==> src/hw/rtl/pmqb_pkg.sv <==
package pmqb_pkg;

  // Command codes carried by an input item.
  typedef enum logic [1:0] {
    CMD_INSERT  = 2'd0,
    CMD_DELETE  = 2'd1,
    CMD_DISPLAY = 2'd2,
    CMD_NONE    = 2'd3
  } cmd_t;

  // Status codes carried by a result item.
  typedef enum logic [1:0] {
    STS_OK        = 2'd0,
    STS_EMPTY     = 2'd1,
    STS_OVERFLOW  = 2'd2,
    STS_BAD_QUEUE = 2'd3
  } status_t;

  // Kinds of work handed from the front end to the back end.
  typedef enum logic [1:0] {
    OP_STATUS = 2'd0,
    OP_WRITE  = 2'd1,
    OP_READ   = 2'd2
  } op_kind_t;

  // Back end sequencer states.
  typedef enum logic {
    BK_IDLE = 1'b0,
    BK_EMIT = 1'b1
  } back_state_t;

  // Input item payload.
  typedef struct packed {
    logic [1:0]         cmd;
    logic [1:0]         queue_sel;
    logic signed [31:0] item;
  } in_item_t;

  // Result item payload.
  typedef struct packed {
    logic [1:0]         status;
    logic signed [31:0] data;
    logic               last;
  } out_item_t;

  // Width of the queue count register.
  localparam int NQ_WIDTH = 3;

  // Configuration write strobe toward the front end.
  typedef struct packed {
    logic                en;
    logic [NQ_WIDTH-1:0] num_queues;
  } cfg_wr_t;

  // Register index of the queue count register.
  localparam int REG_NUM_QUEUES = 0;

  // Depth of the operation queue between front and back end.
  localparam int OPQ_DEPTH = 2;

endpackage

==> src/hw/rtl/pmqb_front.sv <==
module pmqb_front #(
  parameter int STORE_DEPTH = 16,
  parameter int MAX_QUEUES  = 4,
  parameter int DATA_WIDTH  = 32,
  parameter type op_t       = logic
) (
  input  logic               clk,
  input  logic               rst_n,
  input  pmqb_pkg::cfg_wr_t  cfg_wr,
  input  logic               in_valid,
  output logic               in_ready,
  input  pmqb_pkg::in_item_t in_data,
  output logic               op_push,
  output op_t                op_data,
  input  logic               op_full
);
  import pmqb_pkg::*;

  // Clamp a raw queue count to the supported range.
  function automatic int clamp_queues(input int k);
    int r;
    r = k;
    if (k == 0) begin
      r = 1;
    end else if (k > MAX_QUEUES) begin
      r = MAX_QUEUES;
    end
    return r;
  endfunction

  localparam int PW = $clog2(STORE_DEPTH + 1);
  localparam int AW = $clog2(STORE_DEPTH);
  // Only four queues can be addressed by the two-bit selector.
  localparam int NQ = (MAX_QUEUES < 4) ? MAX_QUEUES : 4;
  localparam int QW = (NQ > 1) ? $clog2(NQ) : 1;
  // Partition size for every raw value of the queue count register.
  localparam int PSZ [8] = '{
    STORE_DEPTH / clamp_queues(0), STORE_DEPTH / clamp_queues(1),
    STORE_DEPTH / clamp_queues(2), STORE_DEPTH / clamp_queues(3),
    STORE_DEPTH / clamp_queues(4), STORE_DEPTH / clamp_queues(5),
    STORE_DEPTH / clamp_queues(6), STORE_DEPTH / clamp_queues(7)
  };

  logic [NQ_WIDTH-1:0] active_r, active_nxt;
  logic [PW-1:0]       psz_r, psz_nxt;
  logic [PW-1:0]       head_r [NQ];
  logic [PW-1:0]       head_nxt [NQ];
  logic [PW-1:0]       tail_r [NQ];
  logic [PW-1:0]       tail_nxt [NQ];

  cmd_t          cmd;
  logic [1:0]    q;
  logic [QW-1:0] qi;
  logic          q_ok;
  logic [PW+1:0] base_full;
  logic [PW-1:0] base;
  logic [PW:0]   limit;
  logic [PW-1:0] h, t, h_inc, t_dec;
  logic          q_full, q_empty;
  logic          accept;

  // Classify the incoming item against its queue's pointers.
  assign cmd       = cmd_t'(in_data.cmd);
  assign q         = in_data.queue_sel;
  assign qi        = QW'(q);
  assign q_ok      = ({1'b0, q} < active_r);
  assign base_full = (PW+2)'(psz_r) * (PW+2)'(q);
  assign base      = base_full[PW-1:0];
  assign limit     = {1'b0, base} + {1'b0, psz_r};
  assign h         = head_r[qi];
  assign t         = tail_r[qi];
  assign h_inc     = h + PW'(1);
  assign t_dec     = t - PW'(1);
  assign q_full    = ({1'b0, t} >= limit) || (t >= PW'(STORE_DEPTH));
  assign q_empty   = (h >= t) || (h >= PW'(STORE_DEPTH));

  assign in_ready = !op_full && !cfg_wr.en;
  assign accept   = in_valid && in_ready;

  // Build the operation for the back end and update the queue pointers.
  always_comb begin
    op_push           = 1'b0;
    op_data           = '0;
    op_data.kind      = OP_STATUS;
    op_data.status    = STS_OK;
    active_nxt        = active_r;
    psz_nxt           = psz_r;
    head_nxt          = head_r;
    tail_nxt          = tail_r;
    if (cfg_wr.en) begin
      active_nxt = NQ_WIDTH'(clamp_queues(int'(cfg_wr.num_queues)));
      psz_nxt    = PW'(PSZ[cfg_wr.num_queues]);
      for (int i = 0; i < NQ; i++) begin
        head_nxt[i] = PW'(int'(psz_nxt) * i);
        tail_nxt[i] = PW'(int'(psz_nxt) * i);
      end
    end else if (accept && cmd != CMD_NONE) begin
      op_push = 1'b1;
      if (!q_ok) begin
        op_data.status = STS_BAD_QUEUE;
      end else begin
        unique case (cmd)
          CMD_INSERT: begin
            if (q_full) begin
              op_data.status = STS_OVERFLOW;
            end else begin
              op_data.kind  = OP_WRITE;
              op_data.first = t[AW-1:0];
              op_data.wdata = DATA_WIDTH'($unsigned(in_data.item));
              tail_nxt[qi]  = t + PW'(1);
            end
          end
          CMD_DELETE: begin
            if (q_empty) begin
              op_data.status = STS_EMPTY;
            end else begin
              op_data.kind      = OP_READ;
              op_data.first     = h[AW-1:0];
              op_data.last_addr = h[AW-1:0];
              // A delete that empties the queue rewinds it to its base.
              if (h_inc >= t) begin
                head_nxt[qi] = base;
                tail_nxt[qi] = base;
              end else begin
                head_nxt[qi] = h_inc;
              end
            end
          end
          CMD_DISPLAY: begin
            if (q_empty) begin
              op_data.status = STS_EMPTY;
            end else begin
              op_data.kind      = OP_READ;
              op_data.first     = h[AW-1:0];
              op_data.last_addr = t_dec[AW-1:0];
            end
          end
          default: op_push = 1'b0;
        endcase
      end
    end
  end

  // Queue pointers and derived configuration.
  always_ff @(posedge clk) begin
    if (!rst_n) begin
      active_r <= NQ_WIDTH'(1);
      psz_r    <= PW'(STORE_DEPTH);
      for (int i = 0; i < NQ; i++) begin
        head_r[i] <= PW'(STORE_DEPTH * i);
        tail_r[i] <= PW'(STORE_DEPTH * i);
      end
    end else begin
      active_r <= active_nxt;
      psz_r    <= psz_nxt;
      head_r   <= head_nxt;
      tail_r   <= tail_nxt;
    end
  end

`ifndef SYNTHESIS
  a_head_le_tail: assert property (@(posedge clk) disable iff (!rst_n)
    head_r[0] <= tail_r[0])
    else $error("queue 0 head passed its tail");
  a_tail_in_part: assert property (@(posedge clk) disable iff (!rst_n)
    tail_r[0] <= psz_r)
    else $error("queue 0 tail ran past its partition");
`endif

endmodule

==> src/hw/rtl/pmqb_fifo.sv <==
module pmqb_fifo #(
  parameter type T = logic
) (
  input  logic clk,
  input  logic rst_n,
  input  logic push,
  input  T     push_data,
  output logic full,
  input  logic pop,
  output T     pop_data,
  output logic empty
);
  import pmqb_pkg::*;

  localparam int PTRW = (OPQ_DEPTH > 1) ? $clog2(OPQ_DEPTH) : 1;
  localparam int CW   = $clog2(OPQ_DEPTH + 1);

  T               mem_r [OPQ_DEPTH];
  logic [PTRW-1:0] wr_ptr_r, rd_ptr_r;
  logic [CW-1:0]   count_r;
  logic            do_push, do_pop;

  assign full     = (count_r == CW'(OPQ_DEPTH));
  assign empty    = (count_r == '0);
  assign do_push  = push && !full;
  assign do_pop   = pop && !empty;
  assign pop_data = mem_r[rd_ptr_r];

  // Entry storage.
  always_ff @(posedge clk) begin
    if (do_push) begin
      mem_r[wr_ptr_r] <= push_data;
    end
  end

  // Pointers and fill count.
  always_ff @(posedge clk) begin
    if (!rst_n) begin
      wr_ptr_r <= '0;
      rd_ptr_r <= '0;
      count_r  <= '0;
    end else begin
      if (do_push) begin
        wr_ptr_r <= wr_ptr_r + PTRW'(1);
      end
      if (do_pop) begin
        rd_ptr_r <= rd_ptr_r + PTRW'(1);
      end
      if (do_push && !do_pop) begin
        count_r <= count_r + CW'(1);
      end else if (do_pop && !do_push) begin
        count_r <= count_r - CW'(1);
      end
    end
  end

`ifndef SYNTHESIS
  a_no_push_full: assert property (@(posedge clk) disable iff (!rst_n)
    push |-> !full)
    else $error("operation pushed into a full queue");
`endif

endmodule

==> src/hw/rtl/pmqb_back.sv <==
module pmqb_back #(
  parameter int STORE_DEPTH = 16,
  parameter int DATA_WIDTH  = 32,
  parameter type op_t       = logic
) (
  input  logic                clk,
  input  logic                rst_n,
  input  logic                op_valid,
  input  op_t                 op_data,
  output logic                op_pop,
  output logic                out_valid,
  input  logic                out_ready,
  output pmqb_pkg::out_item_t out_data
);
  import pmqb_pkg::*;

  localparam int AW = $clog2(STORE_DEPTH);

  back_state_t             state_r, state_nxt;
  logic [AW-1:0]           ptr_r, ptr_nxt;
  logic [AW-1:0]           end_r, end_nxt;
  logic [DATA_WIDTH-1:0]   store_r [STORE_DEPTH];
  logic [DATA_WIDTH-1:0]   rd_data_r;
  logic                    out_valid_r;
  out_item_t               out_r, out_nxt;
  logic                    out_free;
  logic                    load_out;
  logic                    wr_en, rd_en;
  logic [AW-1:0]           rd_addr;
  logic                    at_end;

  assign out_free  = !out_valid_r || out_ready;
  assign at_end    = (ptr_r == end_r);
  assign out_valid = out_valid_r;
  assign out_data  = out_r;

  // Next state.
  always_comb begin
    state_nxt = state_r;
    unique case (state_r)
      BK_IDLE: begin
        if (op_valid && op_data.kind == OP_READ) begin
          state_nxt = BK_EMIT;
        end
      end
      BK_EMIT: begin
        if (out_free && at_end) begin
          state_nxt = BK_IDLE;
        end
      end
      default: state_nxt = BK_IDLE;
    endcase
  end

  // Store accesses and result generation for the current state.
  always_comb begin
    op_pop   = 1'b0;
    wr_en    = 1'b0;
    rd_en    = 1'b0;
    rd_addr  = op_data.first;
    load_out = 1'b0;
    out_nxt  = '0;
    ptr_nxt  = ptr_r;
    end_nxt  = end_r;
    unique case (state_r)
      BK_IDLE: begin
        if (op_valid) begin
          unique case (op_data.kind)
            OP_READ: begin
              // Start a read walk; the first word arrives next cycle.
              op_pop  = 1'b1;
              rd_en   = 1'b1;
              rd_addr = op_data.first;
              ptr_nxt = op_data.first;
              end_nxt = op_data.last_addr;
            end
            OP_WRITE: begin
              if (out_free) begin
                op_pop         = 1'b1;
                wr_en          = 1'b1;
                load_out       = 1'b1;
                out_nxt.status = STS_OK;
                out_nxt.last   = 1'b1;
              end
            end
            default: begin
              if (out_free) begin
                op_pop         = 1'b1;
                load_out       = 1'b1;
                out_nxt.status = op_data.status;
                out_nxt.last   = 1'b1;
              end
            end
          endcase
        end
      end
      BK_EMIT: begin
        if (out_free) begin
          load_out       = 1'b1;
          out_nxt.status = STS_OK;
          out_nxt.data   = 32'($signed(rd_data_r));
          out_nxt.last   = at_end;
          if (!at_end) begin
            rd_en   = 1'b1;
            rd_addr = ptr_r + AW'(1);
            ptr_nxt = ptr_r + AW'(1);
          end
        end
      end
      default: ;
    endcase
  end

  // Shared store with one write and one registered read.
  always_ff @(posedge clk) begin
    if (wr_en) begin
      store_r[op_data.first] <= op_data.wdata;
    end
    if (rd_en) begin
      rd_data_r <= store_r[rd_addr];
    end
  end

  // Sequencer state and walk pointers.
  always_ff @(posedge clk) begin
    if (!rst_n) begin
      state_r <= BK_IDLE;
    end else begin
      state_r <= state_nxt;
    end
    ptr_r <= ptr_nxt;
    end_r <= end_nxt;
  end

  // Output register.
  always_ff @(posedge clk) begin
    if (!rst_n) begin
      out_valid_r <= 1'b0;
    end else if (load_out) begin
      out_valid_r <= 1'b1;
    end else if (out_ready) begin
      out_valid_r <= 1'b0;
    end
    if (load_out) begin
      out_r <= out_nxt;
    end
  end

`ifndef SYNTHESIS
  a_one_port: assert property (@(posedge clk) disable iff (!rst_n)
    !(wr_en && rd_en))
    else $error("store written and read in the same cycle");
  a_walk_bound: assert property (@(posedge clk) disable iff (!rst_n)
    state_r == BK_EMIT |-> ptr_r <= end_r)
    else $error("read walk passed its last address");
  a_read_used: assert property (@(posedge clk) disable iff (!rst_n)
    rd_en |=> state_r == BK_EMIT)
    else $error("read data issued with no word transfer pending");
`endif

endmodule

==> src/hw/rtl/partitioned_multi_queue_buffer.sv <==
// Up to four FIFO queues share one store of STORE_DEPTH words, split into equal
// linear partitions by the num_queues register (writing it empties every queue).
// A front end classifies each input transfer combinationally against the queue
// pointers and posts the work to a two-entry operation queue; a back end owns the
// single-port store and an output register. Insert, and every item that ends in
// a status only, pass through the back end at one per cycle while the output is
// free; a delete is a store read, then the result, and a display streams its words
// one per cycle behind the registered store read while the output is free.
// The store is not cleared after reset; only words that were inserted are read.
module partitioned_multi_queue_buffer #(
  parameter int STORE_DEPTH = 16,
  parameter int MAX_QUEUES  = 4,
  parameter int DATA_WIDTH  = 32
) (
  input  logic                clk,
  input  logic                rst_n,
  input  logic                psel,
  input  logic                penable,
  input  logic                pwrite,
  input  logic [2:0]          paddr,
  input  logic [31:0]         pwdata,
  output logic [31:0]         prdata,
  output logic                pready,
  input  logic                in_valid,
  output logic                in_ready,
  input  pmqb_pkg::in_item_t  in_data,
  output logic                out_valid,
  input  logic                out_ready,
  output pmqb_pkg::out_item_t out_data
);
  import pmqb_pkg::*;

  localparam int AW = $clog2(STORE_DEPTH);

  // Work item passed from the front end to the back end.
  typedef struct packed {
    op_kind_t              kind;
    status_t               status;
    logic [AW-1:0]         first;
    logic [AW-1:0]         last_addr;
    logic [DATA_WIDTH-1:0] wdata;
  } op_t;

  logic [NQ_WIDTH-1:0] nq_r;
  logic                reg_hit;
  cfg_wr_t             cfg_wr;
  logic                op_push, op_full, op_pop, op_empty;
  op_t                 op_in, op_out;

  // Register decode: one write per access phase.
  assign pready         = 1'b1;
  assign reg_hit        = (paddr[2] == 1'(REG_NUM_QUEUES));
  assign cfg_wr.en      = psel && penable && pwrite && pready && reg_hit;
  assign cfg_wr.num_queues = pwdata[NQ_WIDTH-1:0];
  assign prdata         = reg_hit ? 32'(nq_r) : '0;

  // Queue count register for readback.
  always_ff @(posedge clk) begin
    if (!rst_n) begin
      nq_r <= NQ_WIDTH'(1);
    end else if (cfg_wr.en) begin
      nq_r <= cfg_wr.num_queues;
    end
  end

  pmqb_front #(
    .STORE_DEPTH(STORE_DEPTH),
    .MAX_QUEUES (MAX_QUEUES),
    .DATA_WIDTH (DATA_WIDTH),
    .op_t       (op_t)
  ) u_front (
    .clk     (clk),
    .rst_n   (rst_n),
    .cfg_wr  (cfg_wr),
    .in_valid(in_valid),
    .in_ready(in_ready),
    .in_data (in_data),
    .op_push (op_push),
    .op_data (op_in),
    .op_full (op_full)
  );

  pmqb_fifo #(
    .T(op_t)
  ) u_opq (
    .clk      (clk),
    .rst_n    (rst_n),
    .push     (op_push),
    .push_data(op_in),
    .full     (op_full),
    .pop      (op_pop),
    .pop_data (op_out),
    .empty    (op_empty)
  );

  pmqb_back #(
    .STORE_DEPTH(STORE_DEPTH),
    .DATA_WIDTH (DATA_WIDTH),
    .op_t       (op_t)
  ) u_back (
    .clk      (clk),
    .rst_n    (rst_n),
    .op_valid (!op_empty),
    .op_data  (op_out),
    .op_pop   (op_pop),
    .out_valid(out_valid),
    .out_ready(out_ready),
    .out_data (out_data)
  );

endmodule

==> config.mk <==
export PLATFORM = sky130hd
export DESIGN_NAME = partitioned_multi_queue_buffer
export DESIGN_NICKNAME = d
export VERILOG_FILES = /design/src/hw/rtl/pmqb_pkg.sv /design/src/hw/rtl/pmqb_front.sv /design/src/hw/rtl/pmqb_fifo.sv /design/src/hw/rtl/pmqb_back.sv /design/src/hw/rtl/partitioned_multi_queue_buffer.sv
export SDC_FILE = /design/constraint.sdc
export NUM_CORES = 1
export LEC_CHECK = 0
export ABC_AREA = 1
export BUFFER_PORTS_ARGS = -buffer_cell sky130_fd_sc_hd__buf_4
export CORE_UTILIZATION = 45
export CTS_BUF_LIST = sky130_fd_sc_hd__clkbuf_2 sky130_fd_sc_hd__clkbuf_4 sky130_fd_sc_hd__clkbuf_8
export CTS_CLUSTER_SIZE = 30
export DETAILED_ROUTE_END_ITERATION = 7
export PLACE_DENSITY = 0.7
export SYNTH_ARGS = -nofsm -noshare
export SYNTH_HDL_FRONTEND = slang
export SYNTH_SLANG_ARGS = --single-unit
==> constraint.sdc <==
create_clock -name clk -period 3.65 [get_ports clk]
set_input_delay 0.365 -clock clk [delete_from_list [all_inputs] [get_ports clk]]
set_output_delay 0.365 -clock clk [all_outputs]
set_load 0.02 [all_outputs]
==> results of run 1 <==
==> logic make-up (layout without fill, tap and decap cells) <==
logic type               after synthesis  after routing  share of synthesized area [%]
flip-flops                           732            732                           64.9
AND/OR/NAND/NOR                     1587           1587                           20.7
AO/OA/AOI/OAI                        136            136                           2.23
adder cells (fa/ha/maj)               31             31                           1.18
buffers and inverters                854           1114                           10.6
other                                  2             31                         0.0228
XOR/XNOR                              14             14                          0.372
==> layer usage <==
metal	global-route usage, %	part of all wire, %	vias to the layer above
met4	8.53	3.1	0
li1	-	-	11127
met5	0	0	-
met2	35.8	48	915
met1	28.7	42	10735
met3	3.31	7.3	185
==> cells in the mapped netlist, types with 5 or more instances <==
cell      instances  share of area [%]
nor2_1          173                2.0
or2_2             7               0.13
buf_4            34               0.77
nor2_2            7               0.13
inv_1           669                7.6
edfxtp_1        675                 61
a21oi_1          57               0.87
xor2_1            7               0.19
nor2_4            5               0.17
xnor2_1           7               0.19
nand2_2           8               0.15
nand3_1         511                7.8
clkbuf_1         24               0.27
inv_2            18               0.20
ha_1             31                1.2
buf_2           101                1.5
dfxtp_1          57                3.5
nand4_1          17               0.32
nand2_1         842                9.6
o21ai_0          40               0.61
o21ai_1          17               0.26
a31oi_1           6               0.11
==> sequential cells by signal (all words and copies together) (netlist names), named ones only <==
name,flops
u_opq.wr_ptr_r,1
u_back.state_r,1
u_back.rd_data_r,32
nq_r,3
u_front.tail_r,20
u_front.head_r,20
u_opq.mem_r,88
u_back.ptr_r,4
u_back.store_r,512
u_back.out_valid,1
u_front.active_r,3
u_back.end_r,4
u_front.psz_r,4
u_back.out_data,35
u_opq.rd_ptr_r,1
u_opq.count_r,2
==> power groups by stage <==
stage	registers (mW)	clock network [mW]	logic, mW
5_1_grt	11.0	7.72	9.82
2_1_floorplan	11.3	0	5.59
3_3_place_gp	11.1	0	8.67
4_1_cts	10.9	7.37	8.91
6_report	10.9	7.22	8.92
3_5_place_dp	11.1	0	8.84
==> per-stage QoR <==
stage	instance area [um2]	util [%]	total power [mW]	hold slack, ps	cells
6_report	38000	52.8	27.1	55.7	4595
5_1_grt	38000	52.8	28.5	63.5	4595
4_1_cts	38000	52.8	27.2	2.60	4594
3_5_place_dp	35200	48.9	19.9	440	4343
3_3_place_gp	35200	48.9	19.8	437	4343
2_1_floorplan	33100	-	16.9	420	3384
==> cell type report <==
cell class | instances | area (um2)
Multi-Input combinational cell | 1798 | 8370
Clock inverter | 60 | 493
Fill cell | 6174 | 34000
Timing Repair Buffer | 209 | 1980
Sequential cell | 732 | 21400
Clock buffer | 156 | 1940
Inverter | 689 | 2590
Antenna cell | 1 | 2.50
Tap cell | 950 | 1190
==> how the worst max path moves through the flow <==
stage / to / depth (start not counted) / startpoint / slack (ps)
after CTS: u_opq.mem_r[0][27]$_DFFE_PP_ / 15 / u_front.psz_r[3]$_SDFFE_PN0P_ / 320
after floorplan: u_front.tail_r[0]$_SDFFE_PN0P_ / 19 / in_data[33] / 380
after global placement: u_front.tail_r[0]$_SDFFE_PN0P_ / 22 / in_data[33] / 240
after detailed placement: u_opq.mem_r[1][15]$_DFFE_PP_ / 16 / in_data[32] / 190
after global routing: u_opq.mem_r[1][7]$_DFFE_PP_ / 15 / u_front.psz_r[3]$_SDFFE_PN0P_ / 160
final: u_opq.mem_r[1][16]$_DFFE_PP_ / 15 / u_front.psz_r[3]$_SDFFE_PN0P_ / 290
==> tightest hold or removal path, delay by kind of cell <==
family                 cells  cell delay (ps)
buffers and inverters      2              110
AND/OR/NAND/NOR            1              140
==> run_results.csv, run 1 <==
group,metric,value,unit
outcome,outcome,"finished clean",
setup_path,r2r_end,"u_opq.mem_r[1][16]$_DFFE_PP_",
timing,fin_crit_sh,92.1,%
timing,layout_min_cycle_time,3360,ps
worst_hold_path,min-delay-start,"in_data[7]",
grt,grt_pass1_vias,22069,
grt,grt_overflow,0,
setup_path,crit_buf_inv,3,
synth,synthArstFlopShare,0,%
place,gp_congestion,0.908,
synth,synth_edf_count,675,
cts,clock-sinks,732,
setup_path,cp_top_family,"XOR/XNOR gates",
timing,relSlewSlack,45.5,%
grt,grtUsageTotal,21.7,%
power_and_ir_drop,pwr-share-seq,40.4,%
timing,postLayoutSetupSlackWorst,287,ps
synth,netlist_area,0.0330,mm2
grt,grt_pass1_wl,123000,um
die,start_util,45.8,%
timing,setup_viol,0,
die,dieWidth,273,um
run,maxCapViolations,0,
power_and_ir_drop,p_int,17.2,mW
cts,postCtsHoldBufs,35,
synth,yosysUniqueCellTypes,45,
timing,hold_viol_final,0,
timing,fin_skew,68.7,ps
setup_path,crit_chain,"nand2_1 -> inv_1 -> ha_1 -> xnor2_1 -> xnor2_1 -> ha_1 -> xnor2_1 -> ha_1 -> nand3_1 -> nand2_1 -> inv_2 -> nand4_2 -> nand3b_4 -> buf_12 -> nor2_1",
die,fp.dieArea,0.0744,mm2
power_and_ir_drop,combPwrFrac,33.0,%
cts,clock-root-buffer,"clkbuf_8",
die,core_area,0.0720,mm2
timing,finalSetupTns,0,ps
setup_path,cpPeakStageDelay,400,ps
setup_path,crit_slowest_cell,"xnor2_1",
die,boundaryPins,148,
power_and_ir_drop,switching_power,9.89,mW
place,port_buffers,86,
finish,area_delta_synth_final,15.2,%
setup_path,r2r_slack,290,ps
worst_hold_path,hold_path_depth,3,
power_and_ir_drop,peakVddDrop,626,uV
synth,synth_cells,3356,
finish,drive_gt1_share,12.3,%
route,wl_per_cell,17.5,um
timing,slew_viol_final,0,
grt,antenna_found_initial,1,
setup_path,reg2reg_depth,15,
cts,clk_latency,760,ps
route,num_vias,22962,
cts,clk_pin_slew,60,ps
cts,cts_buffer_depth,3,
route,viasPerCell,5.00,
route,initialDrtViolationCount,2135,
power_and_ir_drop,p_leak,16.7,nW
worst_hold_path,worstHoldPathType,"in2reg",
cts,post_cts_buffers,0,
finish,final_common_cell,"nand2_1",
die,die_h,273,um
die,std_cell_rows,98,
route,drtAntennaViolNets,0,
setup_path,start_kind,"flip-flop",
timing,clock.fmax,297,MHz
timing,rsz0062_at_grt,"no",
setup_path,path_class,"reg2reg",
setup_path,critPathArrivalTime,3900,ps
grt,grt_max_degree,129,
synth,ys_ff_latch,732,
route,first_pass_iters,6,
setup_path,required,4190,ps
cts,ctsResizeCount,0,
worst_hold_path,hold_path_end,"u_opq.mem_r[0][7]$_DFFE_PP_",
route,drc,0,
synth,ys_warn_count,0,
place,place_ws,194,ps
power_and_ir_drop,powerDensity,713,mW/mm2
timing,worst_pin_slew,818,ps
setup_path,end_kind,"flip-flop",
finish,final_cell_mix,"nand2_1 (837), edfxtp_1 (675), inv_1 (669), nand3_1 (511), nor2_1 (155)",
finish,num-nets-final,3656,
cts,cts_max_level,3,
power_and_ir_drop,switching_share,36.5,%
cts,cts_buffers,117,
setup_path,cp_max_fo,26,
route,wl,80300,um
synth,seq_area_frac_synth,64.9,%
synth,synth-main-ff-cell,"edfxtp_1",
synth,avgSynthCellArea,9.83,um2
setup_path,r2r_start,"u_front.psz_r[3]$_SDFFE_PN0P_",
cts,cts_tree,"built",
place,dp_hpwl,46800,um
power_and_ir_drop,clockPowerShare,26.7,%
No activity file was read; power rests on OpenSTA's default activity.
==> run 2, diff against run 1 <==
==> constraint.sdc (replaced) <==
create_clock -name clk -period 3.65 [get_ports clk]
set_input_delay 0 -clock clk [delete_from_list [all_inputs] [get_ports clk]]
set_output_delay 0 -clock clk [all_outputs]
set_load 0.02 [all_outputs]
==> run_results.csv, run 2 (same netlist as run 1, synthesis figures left out) <==
group,metric,value,unit
grt,antenna_found_initial,3,
timing,finalSetupTns,0,ps
grt,grt_max_degree,129,
place,dp_hpwl,46600,um
setup_path,r2r_slack,280,ps
cts,post_cts_buffers,0,
cts,clock-root-buffer,"clkbuf_8",
die,boundaryPins,148,
setup_path,critPathArrivalTime,3980,ps
worst_hold_path,min-delay-start,"paddr[2]",
die,die_h,273,um
worst_hold_path,hold_path_depth,5,
die,fp.dieArea,0.0744,mm2
route,drc,0,
power_and_ir_drop,report.power.total,26.6,mW
cts,clock-sinks,732,
cts,cts_tree,"built",
finish,regMostFlops,"u_back.store_r",
setup_path,cp_max_fo,7,
timing,slew_viol_final,0,
die,std_cell_rows,98,
route,num_vias,22697,
setup_path,end_kind,"flip-flop",
place,gp_congestion,0.886,
power_and_ir_drop,powerDensity,706,mW/mm2
finish,largest_reg_flops,512,
cts,clk_pin_slew,60,ps
route,wl,79900,um
route,first_pass_iters,6,
finish,fillCellCount,6169,
timing,rsz0062_at_grt,"no",
setup_path,reg2reg_depth,17,
power_and_ir_drop,p_leak,16.6,nW
setup_path,path_class,"reg2reg",
die,core_area,0.0720,mm2
grt,grt_pass1_wl,124000,um
route,wl_per_cell,17.5,um
timing,worst_pin_slew,882,ps
timing,clock.fmax,296,MHz
timing,setup_viol,0,
cts,clk_latency,730,ps
run,maxCapViolations,0,
finish,drive_gt1_share,11.3,%
timing,hold_viol_final,0,
timing,layout_min_cycle_time,3370,ps
timing,relSlewSlack,41.1,%
finish,num-nets-final,3637,
route,initialDrtViolationCount,2222,
finish,final_common_cell,"nand2_1",
grt,grtUsageTotal,21.7,%
place,port_buffers,86,
setup_path,start_kind,"flip-flop",
worst_hold_path,worstHoldPathType,"in2reg",
timing,fin_crit_sh,92.4,%
setup_path,r2r_end,"u_front.head_r[9]$_SDFFE_PN0P_",
finish,area_delta_synth_final,14.4,%
die,start_util,45.8,%
cts,cts_max_level,3,
cts,cts_buffer_depth,3,
route,viasPerCell,4.96,
worst_hold_path,hold_path_end,"u_front.psz_r[2]$_SDFFE_PN0P_",
timing,fin_skew,36.2,ps
outcome,outcome,"finished clean",
grt,grt_pass1_vias,21815,
route,drtAntennaViolNets,0,
setup_path,r2r_start,"u_front.head_r[15]$_SDFFE_PP0P_",
finish,final_cell_mix,"nand2_1 (837), edfxtp_1 (675), inv_1 (669), nand3_1 (510), nor2_1 (155)",
grt,grt_overflow,0,
cts,cts_buffers,116,
setup_path,required,4260,ps
die,dieWidth,273,um
power_and_ir_drop,peakVddDrop,680,uV
[run 2: stage by stage]
stage	setup WS (ps)	utilization (%)	std cells	area, um2	hold slack, ps
floorplan	454	-	3384	33100	79.8
global placement	417	48.6	4310	34900	272
detailed placement	343	48.6	4310	34900	279
CTS	298	52.4	4575	37700	31.7
global route	6.12	52.4	4576	37700	105
finish	276	52.4	4576	37700	99.2
[run 2: report_power, final]
group	total (mW)	leakage [nW]	internal, mW	switching [mW]
registers	10.9	6.69	10.7	0.265
logic	8.89	8.65	2.48	6.41
clock network	6.79	1.21	3.62	3.17
total	26.6	16.6	16.8	9.84
[run 2: worst max path at each step]
| stage | from | to | slack (ps) | cells after the start |
|---|---|---|---|---|
| 2_1_floorplan | flip-flop | u_back.store_r[0][0]$_DFFE_PP_ | 450 | 9 |
| 3_3_place_gp | u_front.psz_r[3]$_SDFFE_PN0P_ | u_front.tail_r[3]$_SDFFE_PN0P_ | 420 | 18 |
| 3_5_place_dp | u_front.psz_r[3]$_SDFFE_PN0P_ | u_front.tail_r[13]$_SDFFE_PN0P_ | 340 | 19 |
| 4_1_cts | u_front.psz_r[3]$_SDFFE_PN0P_ | u_front.tail_r[13]$_SDFFE_PN0P_ | 300 | 19 |
| 5_1_grt | u_front.psz_r[3]$_SDFFE_PN0P_ | u_front.tail_r[13]$_SDFFE_PN0P_ | 6 | 19 |
| 6_report | u_front.head_r[15]$_SDFFE_PP0P_ | u_front.head_r[9]$_SDFFE_PN0P_ | 280 | 17 |
[run 2: timing repair]
action | CTS | global route
endpoints found under the setup margin | 0 | 1
resized for setup | 0 | 1
hold endpoints to repair | 129 | 0
hold buffers | 50 | 0
[run 2: metal layers]
layer	GRT usage (%)	share of wire, %	up-vias
li1	-	-	11088
met2	35.3	48	865
met4	8.06	2.6	0
met5	0	0	-
met1	29.5	42	10591
met3	3.23	7.4	153
[run 2: layout make-up]
type / count / area (um2) / area share (%)
multi-input combinational: 1798 / 8380 / 22.2
clock inverter: 57 / 314 / 0.832
timing repair buffer: 191 / 1880 / 4.99
clock buffer: 158 / 1960 / 5.20
antenna: 1 / 2.50 / 0.00663
tap: 950 / 1190 / 3.15
sequential: 732 / 21400 / 56.8
inverter: 689 / 2590 / 6.86
[run 2: worst max-delay path, stage by stage (launching register included)]
cell           delay [ps]
dfxtp_1               320
a22oi_1               250
nand3_1               140
ha_1                  260
nand3_1                90
nand2_1                50
nand2_1               110
inv_1                  80
ha_1                  330
a21o_1                170
nor2_1                 90
nand3_1               120
inv_1                 230
buf_4                 190
nand2_1                90
nand3_1                80
a21oi_1                90
dlygate4sd3_1         570
